## config.mk

```make
export PLATFORM = sky130hd
export DESIGN_NAME = flp_burst_page_decoder_top
export DESIGN_NICKNAME = d
export VERILOG_FILES = /design/src/rtl/core/flpd_pkg.sv /design/src/rtl/core/flpd_front.sv /design/src/rtl/core/flpd_queue.sv /design/src/rtl/core/flpd_back.sv /design/src/rtl/core/flp_burst_page_decoder_top.sv
export SDC_FILE = /design/constraint.sdc
export NUM_CORES = 2
export LEC_CHECK = 0
export BUFFER_PORTS_ARGS = -buffer_cell sky130_fd_sc_hd__buf_2
export CAP_MARGIN = 0
export CORE_ASPECT_RATIO = 2
export CORE_MARGIN = 3
export CORE_UTILIZATION = 56
export CTS_BUF_LIST = sky130_fd_sc_hd__clkbuf_8 sky130_fd_sc_hd__clkbuf_16
export CTS_CLUSTER_SIZE = 10
export DETAILED_ROUTE_END_ITERATION = 12
export PLACE_DENSITY = 0.82
export SLEW_MARGIN = 30
export SYNTH_ARGS = -nofsm -noshare
export SYNTH_HDL_FRONTEND = slang
export SYNTH_SLANG_ARGS = --single-unit
```

## constraint.sdc

```tcl
create_clock -name aclk -period 17.2 [get_ports aclk]
set_input_delay 3.44 -clock aclk [delete_from_list [all_inputs] [get_ports aclk]]
set_output_delay 3.44 -clock aclk [all_outputs]
set_load 0.02 [all_outputs]
```

## src/rtl/core/flpd_pkg.sv

```systemverilog
// Shared types and constants for the fast link pulse burst page decoder.
// No dependencies; imported by every module of the block.
package flpd_pkg;

    localparam int WORD_BITS = 16;
    localparam int CNT_W     = $clog2(WORD_BITS);
    localparam int CFG_W     = 24;
    localparam int IDX_W     = 3;

    // Queue between the pulse classifier and the page machine.
    localparam int Q_DEPTH = 2;
    localparam int Q_PTR_W = $clog2(Q_DEPTH);
    localparam int Q_CNT_W = $clog2(Q_DEPTH + 1);

    // Register indexes on the configuration port.
    localparam logic [IDX_W-1:0] REG_ENABLE    = 3'd0;
    localparam logic [IDX_W-1:0] REG_WIDTH_MIN = 3'd1;
    localparam logic [IDX_W-1:0] REG_WIDTH_MAX = 3'd2;
    localparam logic [IDX_W-1:0] REG_ONE_MIN   = 3'd3;
    localparam logic [IDX_W-1:0] REG_ONE_MAX   = 3'd4;
    localparam logic [IDX_W-1:0] REG_ZERO_MIN  = 3'd5;
    localparam logic [IDX_W-1:0] REG_ZERO_MAX  = 3'd6;

    // Output codes.
    localparam logic [1:0] STATE_BASE     = 2'd0;
    localparam logic [1:0] STATE_BASE_ACK = 2'd1;
    localparam logic [1:0] STATE_NEXT     = 2'd2;
    localparam logic [1:0] STATE_NEXT_ACK = 2'd3;

    localparam logic [1:0] SEL_UNKNOWN = 2'd0;
    localparam logic [1:0] SEL_8023    = 2'd1;
    localparam logic [1:0] SEL_8029    = 2'd2;

    typedef enum logic [3:0] {
        PH_BASE     = 4'b0001,
        PH_BASE_ACK = 4'b0010,
        PH_NEXT     = 4'b0100,
        PH_NEXT_ACK = 4'b1000
    } flpd_phase_t;

    typedef struct packed {
        logic             enable;
        logic [CFG_W-1:0] width_min;
        logic [CFG_W-1:0] width_max;
        logic [CFG_W-1:0] one_gap_min;
        logic [CFG_W-1:0] one_gap_max;
        logic [CFG_W-1:0] zero_gap_min;
        logic [CFG_W-1:0] zero_gap_max;
    } flpd_cfg_t;

    typedef struct packed {
        logic full;
        logic nonempty;
    } flpd_qstat_t;

    function automatic logic [1:0] phase_code(input flpd_phase_t ph);
        logic [1:0] code;
        case (ph)
            PH_BASE:     code = STATE_BASE;
            PH_BASE_ACK: code = STATE_BASE_ACK;
            PH_NEXT:     code = STATE_NEXT;
            PH_NEXT_ACK: code = STATE_NEXT_ACK;
            default:     code = STATE_BASE;
        endcase
        return code;
    endfunction

endpackage

```

## src/rtl/core/flpd_front.sv

```systemverilog
// Pulse classifier: width check, gap to reference, bit assembly into page words.
// Depends on flpd_pkg; pushes finished words into flpd_queue.
module flpd_front #(
    parameter int TIME_WIDTH = 48
) (
    input  logic                    aclk,
    input  logic                    aresetn,
    input  flpd_pkg::flpd_cfg_t     cfg,
    input  logic                    accept,
    input  logic [TIME_WIDTH-1:0]   rise_time,
    input  logic [TIME_WIDTH-1:0]   end_time,
    output logic                    push,
    output logic [flpd_pkg::WORD_BITS-1:0] push_word,
    output logic [TIME_WIDTH-1:0]   push_start,
    output logic [TIME_WIDTH-1:0]   push_end
);
    import flpd_pkg::*;

    localparam int PAD_W = TIME_WIDTH - CFG_W;

    logic [TIME_WIDTH-1:0] reference_reg, reference_next;
    logic [TIME_WIDTH-1:0] prev_rise_reg, prev_rise_next;
    logic [TIME_WIDTH-1:0] first_start_reg, first_start_next;
    logic [WORD_BITS-1:0]  shift_reg, shift_next;
    logic [CNT_W-1:0]      count_reg, count_next;

    logic [TIME_WIDTH-1:0] width, gap;
    logic                  is_link, is_one, is_zero, act, got_bit, last_bit;
    logic [WORD_BITS-1:0]  bit_mask;

    always_comb begin
        width    = end_time - rise_time;
        gap      = rise_time - reference_reg;
        is_link  = (width >= {{PAD_W{1'b0}}, cfg.width_min})
                && (width <= {{PAD_W{1'b0}}, cfg.width_max});
        is_one   = (gap >= {{PAD_W{1'b0}}, cfg.one_gap_min})
                && (gap <= {{PAD_W{1'b0}}, cfg.one_gap_max});
        is_zero  = (gap >= {{PAD_W{1'b0}}, cfg.zero_gap_min})
                && (gap <= {{PAD_W{1'b0}}, cfg.zero_gap_max});
        act      = accept && cfg.enable && is_link;
        got_bit  = act && (is_one || is_zero);
        last_bit = (count_reg == CNT_W'(WORD_BITS - 1));
        bit_mask = is_one ? (WORD_BITS'(1) << count_reg) : '0;

        reference_next   = reference_reg;
        prev_rise_next   = prev_rise_reg;
        first_start_next = first_start_reg;
        shift_next       = shift_reg;
        count_next       = count_reg;

        if (act) begin
            // A one clears the reference: the following clock pulse only re-arms it.
            reference_next = is_one ? '0 : rise_time;
            prev_rise_next = rise_time;
        end
        if (got_bit) begin
            if (count_reg == '0) begin
                first_start_next = prev_rise_reg;
            end
            if (last_bit) begin
                shift_next = '0;
                count_next = '0;
            end else begin
                shift_next = shift_reg | bit_mask;
                count_next = count_reg + CNT_W'(1);
            end
        end

        push       = got_bit && last_bit;
        push_word  = shift_reg | bit_mask;
        push_start = first_start_reg;
        push_end   = is_one ? end_time : (end_time - (gap >> 1));
    end

    always_ff @(posedge aclk) begin
        if (!aresetn) begin
            reference_reg   <= '0;
            prev_rise_reg   <= '0;
            first_start_reg <= '0;
            shift_reg       <= '0;
            count_reg       <= '0;
        end else begin
            reference_reg   <= reference_next;
            prev_rise_reg   <= prev_rise_next;
            first_start_reg <= first_start_next;
            shift_reg       <= shift_next;
            count_reg       <= count_next;
        end
    end

endmodule

```

## src/rtl/core/flpd_queue.sv

```systemverilog
// Short word queue between the classifier and the page machine.
// Depends on flpd_pkg for depth and status type.
module flpd_queue #(
    parameter int DATA_W = 112
) (
    input  logic                  aclk,
    input  logic                  aresetn,
    input  logic                  push,
    input  logic [DATA_W-1:0]     push_data,
    input  logic                  pop,
    output logic [DATA_W-1:0]     head_data,
    output flpd_pkg::flpd_qstat_t status
);
    import flpd_pkg::*;

    logic [DATA_W-1:0]  data_reg [Q_DEPTH];
    logic [Q_PTR_W-1:0] wr_ptr_reg, wr_ptr_next;
    logic [Q_PTR_W-1:0] rd_ptr_reg, rd_ptr_next;
    logic [Q_CNT_W-1:0] count_reg, count_next;
    logic               do_push, do_pop;

    always_comb begin
        status.full     = (count_reg == Q_CNT_W'(Q_DEPTH));
        status.nonempty = (count_reg != '0);
        do_push = push && !status.full;
        do_pop  = pop && status.nonempty;

        wr_ptr_next = wr_ptr_reg;
        rd_ptr_next = rd_ptr_reg;
        if (do_push) begin
            wr_ptr_next = (wr_ptr_reg == Q_PTR_W'(Q_DEPTH - 1)) ? '0 : wr_ptr_reg + Q_PTR_W'(1);
        end
        if (do_pop) begin
            rd_ptr_next = (rd_ptr_reg == Q_PTR_W'(Q_DEPTH - 1)) ? '0 : rd_ptr_reg + Q_PTR_W'(1);
        end
        count_next = count_reg + Q_CNT_W'(do_push) - Q_CNT_W'(do_pop);
        head_data  = data_reg[rd_ptr_reg];
    end

    always_ff @(posedge aclk) begin
        if (do_push) begin
            data_reg[wr_ptr_reg] <= push_data;
        end
    end

    always_ff @(posedge aclk) begin
        if (!aresetn) begin
            wr_ptr_reg <= '0;
            rd_ptr_reg <= '0;
            count_reg  <= '0;
        end else begin
            wr_ptr_reg <= wr_ptr_next;
            rd_ptr_reg <= rd_ptr_next;
            count_reg  <= count_next;
        end
    end

endmodule

```

## src/rtl/core/flpd_back.sv

```systemverilog
// Page machine: base/next page acknowledge tracking, field split, output register.
// Depends on flpd_pkg; pops words from flpd_queue.
module flpd_back #(
    parameter int TIME_WIDTH = 48
) (
    input  logic                           aclk,
    input  logic                           aresetn,
    input  logic                           q_valid,
    input  logic [flpd_pkg::WORD_BITS-1:0] q_word,
    input  logic [TIME_WIDTH-1:0]          q_start,
    input  logic [TIME_WIDTH-1:0]          q_end,
    output logic                           pop,
    output logic                           m_valid,
    input  logic                           m_ready,
    output logic [15:0]                    m_page_word,
    output logic [1:0]                     m_page_state,
    output logic                           m_is_next_page,
    output logic [1:0]                     m_selector_kind,
    output logic [10:0]                    m_ability_bits,
    output logic                           m_message_page,
    output logic [4:0]                     m_other_bits,
    output logic [TIME_WIDTH-1:0]          m_word_start,
    output logic [TIME_WIDTH-1:0]          m_word_end
);
    import flpd_pkg::*;

    flpd_phase_t          phase_reg, phase_next;
    logic [WORD_BITS-1:0] last_word_reg;
    logic                 valid_reg;

    logic [15:0]           word_reg;
    logic [1:0]            state_reg;
    logic                  np_reg;
    logic [1:0]            sel_reg, sel_next;
    logic [10:0]           ability_reg, ability_next;
    logic                  msg_reg, msg_next;
    logic [4:0]            other_reg, other_next;
    logic [TIME_WIDTH-1:0] start_reg, end_reg;
    logic                  np_next;
    logic [1:0]            top_bits;

    always_comb begin
        pop      = q_valid && (!valid_reg || m_ready);
        top_bits = q_word[15:14];

        // Advance only when the page differs from the previous one.
        phase_next = phase_reg;
        if (q_word != last_word_reg) begin
            case (phase_reg)
                PH_BASE:     phase_next = (top_bits == 2'b11) ? PH_BASE_ACK : PH_BASE;
                PH_BASE_ACK: phase_next = PH_NEXT;
                PH_NEXT:     phase_next = (top_bits == 2'b01) ? PH_NEXT_ACK : PH_NEXT;
                PH_NEXT_ACK: phase_next = PH_BASE;
                default:     phase_next = PH_BASE;
            endcase
        end
        np_next = (phase_next == PH_NEXT) || (phase_next == PH_NEXT_ACK);

        if (np_next) begin
            sel_next     = SEL_UNKNOWN;
            ability_next = q_word[10:0];
            msg_next     = q_word[13];
            other_next   = q_word[15:11];
        end else begin
            if (q_word[4:0] == 5'd1) begin
                sel_next = SEL_8023;
            end else if (q_word[4:0] == 5'd2) begin
                sel_next = SEL_8029;
            end else begin
                sel_next = SEL_UNKNOWN;
            end
            ability_next = {3'b000, q_word[12:5]};
            msg_next     = 1'b0;
            other_next   = {2'b00, q_word[15:13]};
        end
    end

    always_ff @(posedge aclk) begin
        if (!aresetn) begin
            phase_reg     <= PH_BASE;
            last_word_reg <= '0;
            valid_reg     <= 1'b0;
        end else begin
            if (pop) begin
                phase_reg     <= phase_next;
                last_word_reg <= q_word;
                valid_reg     <= 1'b1;
            end else if (m_ready) begin
                valid_reg     <= 1'b0;
            end
        end
    end

    always_ff @(posedge aclk) begin
        if (pop) begin
            word_reg    <= q_word;
            state_reg   <= phase_code(phase_next);
            np_reg      <= np_next;
            sel_reg     <= sel_next;
            ability_reg <= ability_next;
            msg_reg     <= msg_next;
            other_reg   <= other_next;
            start_reg   <= q_start;
            end_reg     <= q_end;
        end
    end

    assign m_valid         = valid_reg;
    assign m_page_word     = word_reg;
    assign m_page_state    = state_reg;
    assign m_is_next_page  = np_reg;
    assign m_selector_kind = sel_reg;
    assign m_ability_bits  = ability_reg;
    assign m_message_page  = msg_reg;
    assign m_other_bits    = other_reg;
    assign m_word_start    = start_reg;
    assign m_word_end      = end_reg;

endmodule

```

## src/rtl/core/flp_burst_page_decoder_top.sv

```systemverilog
// Top level of the fast link pulse burst page decoder: config registers and wiring.
// Depends on flpd_pkg, flpd_front, flpd_queue and flpd_back.
//
// Usage:
//   Input channel (s_valid/s_ready): one word per line pulse, carrying the rise
//   and end sample numbers. Pulses whose width falls in the width window are
//   link pulses; their spacing to the reference pulse decodes a one or a zero.
//   Output channel (m_valid/m_ready): one word per sixteen decoded bits, with
//   the assembled page, the base/next page acknowledge state and its fields.
//   Config channel (cfg_valid/cfg_ready): always ready; write registers only
//   while the block is idle. Index 7 is ignored.
// Throughput: one input word per cycle while s_ready is high. The classifier closes its
//   gap-to-reference loop (one wide subtract and window compare) every cycle.
// Path: a page enters the queue as the pulse carrying its sixteenth bit is
//   accepted, then moves to the output register once that register is free.
// Reset: clears all decode state, the page machine goes to base page and the
//   registers take their defaults with decoding off.
// Stall: a stalled receiver holds the output word; finished pages wait in a
//   two-entry queue and s_ready drops only while that queue is full.
module flp_burst_page_decoder_top #(
    parameter int TIME_WIDTH = 48
) (
    input  logic                  aclk,
    input  logic                  aresetn,
    // configuration writes
    input  logic                  cfg_valid,
    output logic                  cfg_ready,
    input  logic [2:0]            cfg_index,
    input  logic [23:0]           cfg_data,
    // pulse input
    input  logic                  s_valid,
    output logic                  s_ready,
    input  logic [TIME_WIDTH-1:0] s_rise_time,
    input  logic [TIME_WIDTH-1:0] s_end_time,
    // page output
    output logic                  m_valid,
    input  logic                  m_ready,
    output logic [15:0]           m_page_word,
    output logic [1:0]            m_page_state,
    output logic                  m_is_next_page,
    output logic [1:0]            m_selector_kind,
    output logic [10:0]           m_ability_bits,
    output logic                  m_message_page,
    output logic [4:0]            m_other_bits,
    output logic [TIME_WIDTH-1:0] m_word_start,
    output logic [TIME_WIDTH-1:0] m_word_end
);
    import flpd_pkg::*;

    localparam int Q_DATA_W = WORD_BITS + 2 * TIME_WIDTH;

    flpd_cfg_t   cfg_reg;
    flpd_qstat_t q_status;

    logic                  s_accept;
    logic                  fe_push;
    logic [WORD_BITS-1:0]  fe_word;
    logic [TIME_WIDTH-1:0] fe_start, fe_end;
    logic [Q_DATA_W-1:0]   q_head;
    logic                  be_pop;

    // Registers take a write whenever offered; unknown indexes drop.
    assign cfg_ready = 1'b1;

    always_ff @(posedge aclk) begin
        if (!aresetn) begin
            cfg_reg.enable       <= 1'b0;
            cfg_reg.width_min    <= CFG_W'(100);
            cfg_reg.width_max    <= CFG_W'(1000);
            cfg_reg.one_gap_min  <= CFG_W'(6000);
            cfg_reg.one_gap_max  <= CFG_W'(7000);
            cfg_reg.zero_gap_min <= CFG_W'(12000);
            cfg_reg.zero_gap_max <= CFG_W'(14000);
        end else if (cfg_valid && cfg_ready) begin
            case (cfg_index)
                REG_ENABLE:    cfg_reg.enable       <= cfg_data[0];
                REG_WIDTH_MIN: cfg_reg.width_min    <= cfg_data;
                REG_WIDTH_MAX: cfg_reg.width_max    <= cfg_data;
                REG_ONE_MIN:   cfg_reg.one_gap_min  <= cfg_data;
                REG_ONE_MAX:   cfg_reg.one_gap_max  <= cfg_data;
                REG_ZERO_MIN:  cfg_reg.zero_gap_min <= cfg_data;
                REG_ZERO_MAX:  cfg_reg.zero_gap_max <= cfg_data;
                default:       cfg_reg.enable       <= cfg_reg.enable;
            endcase
        end
    end

    // Hold off input only when a finished page could find no room.
    assign s_ready  = !q_status.full;
    assign s_accept = s_valid && s_ready;

    flpd_front #(
        .TIME_WIDTH (TIME_WIDTH)
    ) u_front (
        .aclk       (aclk),
        .aresetn    (aresetn),
        .cfg        (cfg_reg),
        .accept     (s_accept),
        .rise_time  (s_rise_time),
        .end_time   (s_end_time),
        .push       (fe_push),
        .push_word  (fe_word),
        .push_start (fe_start),
        .push_end   (fe_end)
    );

    flpd_queue #(
        .DATA_W (Q_DATA_W)
    ) u_queue (
        .aclk      (aclk),
        .aresetn   (aresetn),
        .push      (fe_push),
        .push_data ({fe_word, fe_start, fe_end}),
        .pop       (be_pop),
        .head_data (q_head),
        .status    (q_status)
    );

    flpd_back #(
        .TIME_WIDTH (TIME_WIDTH)
    ) u_back (
        .aclk            (aclk),
        .aresetn         (aresetn),
        .q_valid         (q_status.nonempty),
        .q_word          (q_head[Q_DATA_W-1 -: WORD_BITS]),
        .q_start         (q_head[2*TIME_WIDTH-1 -: TIME_WIDTH]),
        .q_end           (q_head[TIME_WIDTH-1:0]),
        .pop             (be_pop),
        .m_valid         (m_valid),
        .m_ready         (m_ready),
        .m_page_word     (m_page_word),
        .m_page_state    (m_page_state),
        .m_is_next_page  (m_is_next_page),
        .m_selector_kind (m_selector_kind),
        .m_ability_bits  (m_ability_bits),
        .m_message_page  (m_message_page),
        .m_other_bits    (m_other_bits),
        .m_word_start    (m_word_start),
        .m_word_end      (m_word_end)
    );

    // Next page flag must agree with the reported page state.
    a_np_matches_state: assert property (@(posedge aclk) disable iff (!aresetn)
        m_valid |-> (m_is_next_page == m_page_state[1]))
        else $error("next page flag disagrees with page state");

    // Base pages carry no message bit and only three other bits.
    a_base_fields: assert property (@(posedge aclk) disable iff (!aresetn)
        (m_valid && !m_is_next_page) |-> (!m_message_page && m_other_bits[4:3] == 2'b00))
        else $error("base page field split wrong");

    // Next pages report no selector.
    a_np_selector: assert property (@(posedge aclk) disable iff (!aresetn)
        (m_valid && m_is_next_page) |-> (m_selector_kind == SEL_UNKNOWN))
        else $error("selector on a next page");

    // With decoding off no page is ever produced.
    a_disabled_no_push: assert property (@(posedge aclk) disable iff (!aresetn)
        !cfg_reg.enable |-> !fe_push)
        else $error("page pushed while decoding off");

endmodule

```

==> run metrics <==
status completed; reg2reg end u_queue.data_reg[1][105]; Fill cells 5705; number of global-route vias before repair 32500; IO Pins 265; Register Area 0.0175 mm2; CP startpoint kind primary input; core footprint 0.0682 mm2; Cell Pwr Density 93.1 mW/mm2; Synth Area per Inst 9.49 um2; Slew @ Worst Pin 1.05 ns; Max Cap Viol 0; clock root cell clkbuf_16; Setup CP Type in2reg; R2R depth 25; setup total negative slack 0 ns; Final HPWL DP 94300 um; largest net degree at the start of global routing 84; Min Clock Period, post-route 11.03 ns; DRT iter0 DRCs 2056; worst reg2reg setup slack 9.59 ns; Setup Skew 0.0327 ns; area occupied by multi-input gates 0.0194 mm2; HP Class reg2reg; RSZ-0062 raised after global routing false; Main synth FF type edfxtp_1; mapped cell area 0.0388 mm2; top cells by area, synth edfxtp_1, dfxtp_1, ha_1, nand2_1, a21oi_1; count of cell types in the netlist 96; # DRC 0; cts repair resizes 0; DIE WIDTH 192 um; crit-path max cell delay 0.75 ns; post-synth top area share 0.277; area leader, netlist edfxtp_1; share of cells above drive strength 1 0.129; Die H 378 um; Worst Path Required 17.47 ns; Die ar. 0.0726 mm2; critical path startpoint s_end_time[0]; Post-synth ARST share 0; GPL Wtd Cong 1.08; initial antenna violation count 20; hold path startpoint u_front.prev_rise_reg[41]; routed len/inst 23.4 um; worst vdd ir 0.0799 mV; P&R area growth vs syn 11.6%; flops & latches, synth 693; crit share post-route 0.641; DRT Pass-1 Iters 8; total vias in the final route 32200; # port buffers 263; antenna violation net count after detailed routing 0; Mapped Cells 4085; hold buffer count at CTS 0; Total GRT Usage 0.336; Post-Syn Nets 4509; Final Setup Violations 0; first-pass GRT wire length 185000 um; # clock sinks 693; Post-synth EDFFs 358; Starting Density 0.568; H-tree depth 3; clk_lat worst skew 0.67 ns; clock-pin slew on the worst setup and hold paths 0.05 ns; Final Hold Viols 0; TritonCTS Buffers 79; CP endpoint u_queue.data_reg[0][36]; Reg2Reg Launch Point u_front.reference_reg[1]; Leak 0.0167 uW; worst rel slew slack 0.295; sequential fraction of the synthesis area 0.450; gr ovfl total 0; FMAX 90.7 MHz; Design Area, Final 0.0433 mm2; Slew Limit Fails 0; Ys Warns 0; CTS tree built; critical path's slowest cell buf_4; fin nets 4709; worst-path fanout max 60; max reg flops 224; DP Area 0.0409 mm2; Final Power 4030 uW; Crit path arrival time 11.29 ns; Critical Path End Type flop; routed wire length 123000 um; Row Count 135; CTS Buffer Depth 3; drt via density 6.14; fin util 0.634; Post-CTS Setup Inserts 0
[worst min path at each step]
stage / endpoint / slack [ns] / depth (start not counted)
finish: u_front.push_start[41] / 0.44 / 2
global route: u_queue.data_reg[0][65] / 0.45 / 0
CTS: u_queue.data_reg[1][65] / 0.44 / 0
detailed placement: u_queue.data_reg[1][65] / 0.44 / 0
global placement: u_queue.data_reg[1][58] / 0.43 / 0
floorplan: u_queue.data_reg[0][48] / 0.43 / 0
[cell families (layout without fill, tap and decap cells)]
group,after synthesis,in the layout,share of synthesized area
multiplexers,191,191,0.0529
adder cells (fa/ha/maj),296,296,0.0961
flip-flops,693,693,0.450
other,1,19,0.0000967
buffers and inverters,525,780,0.0529
AND/OR/NAND/NOR,1177,1177,0.142
AO/OA/AOI/OAI,1070,1070,0.176
XOR/XNOR,132,132,0.0298
[stage by stage]
stage / setup slack (ns) / hold WS [ns] / instances
CTS: 6.28 / 0.438 / 5230
global route: 5.72 / 0.450 / 5237
detailed placement: 5.61 / 0.438 / 5094
global placement: 5.83 / 0.429 / 5094
floorplan: 0.887 / 0.425 / 4085
finish: 6.17 / 0.440 / 5248
[cell usage in the layout (no fill, tap or decap), drive strengths merged, types with 52 or more instances in the layout]
master / Yosys / layout
nor2: 169 / 169
a21oi: 376 / 376
mux2: 112 / 112
a21o: 102 / 102
nand4: 78 / 78
a211oi: 64 / 64
edfxtp: 358 / 358
buf: 47 / 308
o21ai: 208 / 208
nand2: 557 / 557
xnor2: 85 / 85
o211ai: 68 / 68
clkbuf: 142 / 81
ha: 293 / 293
mux2i: 79 / 79
dfxtp: 335 / 335
nand3: 111 / 111
nor3: 52 / 52
inv: 336 / 385
[synthesized netlist by cell type (10+ instances only)]
cell type  number
nand2_1       557
a21oi_1       375
edfxtp_1      358
dfxtp_1       335
inv_1         334
ha_1          293
o21ai_0       194
nor2_1        169
clkbuf_1      140
mux2_2        112
nand3_1       111
a21o_1        102
xnor2_1        85
mux2i_1        79
nand4_1        78
o211ai_1       68
a211oi_1       61
nor3_1         51
a22o_1         48
xor2_1         47
o21a_1         44
nor2b_1        33
and3_1         30
buf_2          23
nand2b_1       21
and2_1         19
nor4_1         18
o21bai_1       18
or3_1          17
buf_1          16
or2_2          15
a31oi_1        14
o21ai_1        14
or4_1          14
a211o_1        12
o2111ai_1      11
o31ai_1        10
[power by group]
part | switching, uW | total [uW] | internal [uW]
Combinational | 489 | 755 | 266
Clock | 667 | 1510 | 846
Sequential | 3.31 | 1760 | 1760
Total | 1160 | 4030 | 2870
[final cells by class]
class / instances / area share
timing repair buffer: 308 / 0.0383
clock inverter: 55 / 0.00732
antenna: 18 / 0.00104
multi-input combinational: 2867 / 0.448
clock buffer: 81 / 0.0466
inverter: 336 / 0.0293
tap: 890 / 0.0257
sequential: 693 / 0.404
[worst max-delay path, delay by kind of cell]
kind	cells	cell delay [ns]
AOI/OAI and AO/OA	9	2.30
adders and majority gates	3	0.93
and+or+nand+nor	7	2.68
xor gates and xnor gates	1	0.21
buffers and inverters	5	1.62
[routing by layer]
layer	up-vias	wire length, um	global-route usage
met5	-	81	0
met3	488	8620	0.0671
li1	15100	-	-
met2	1301	61200	0.591
met1	15300	41000	0.338
met4	12	12100	0.276
(Power assumes the default switching activity.)
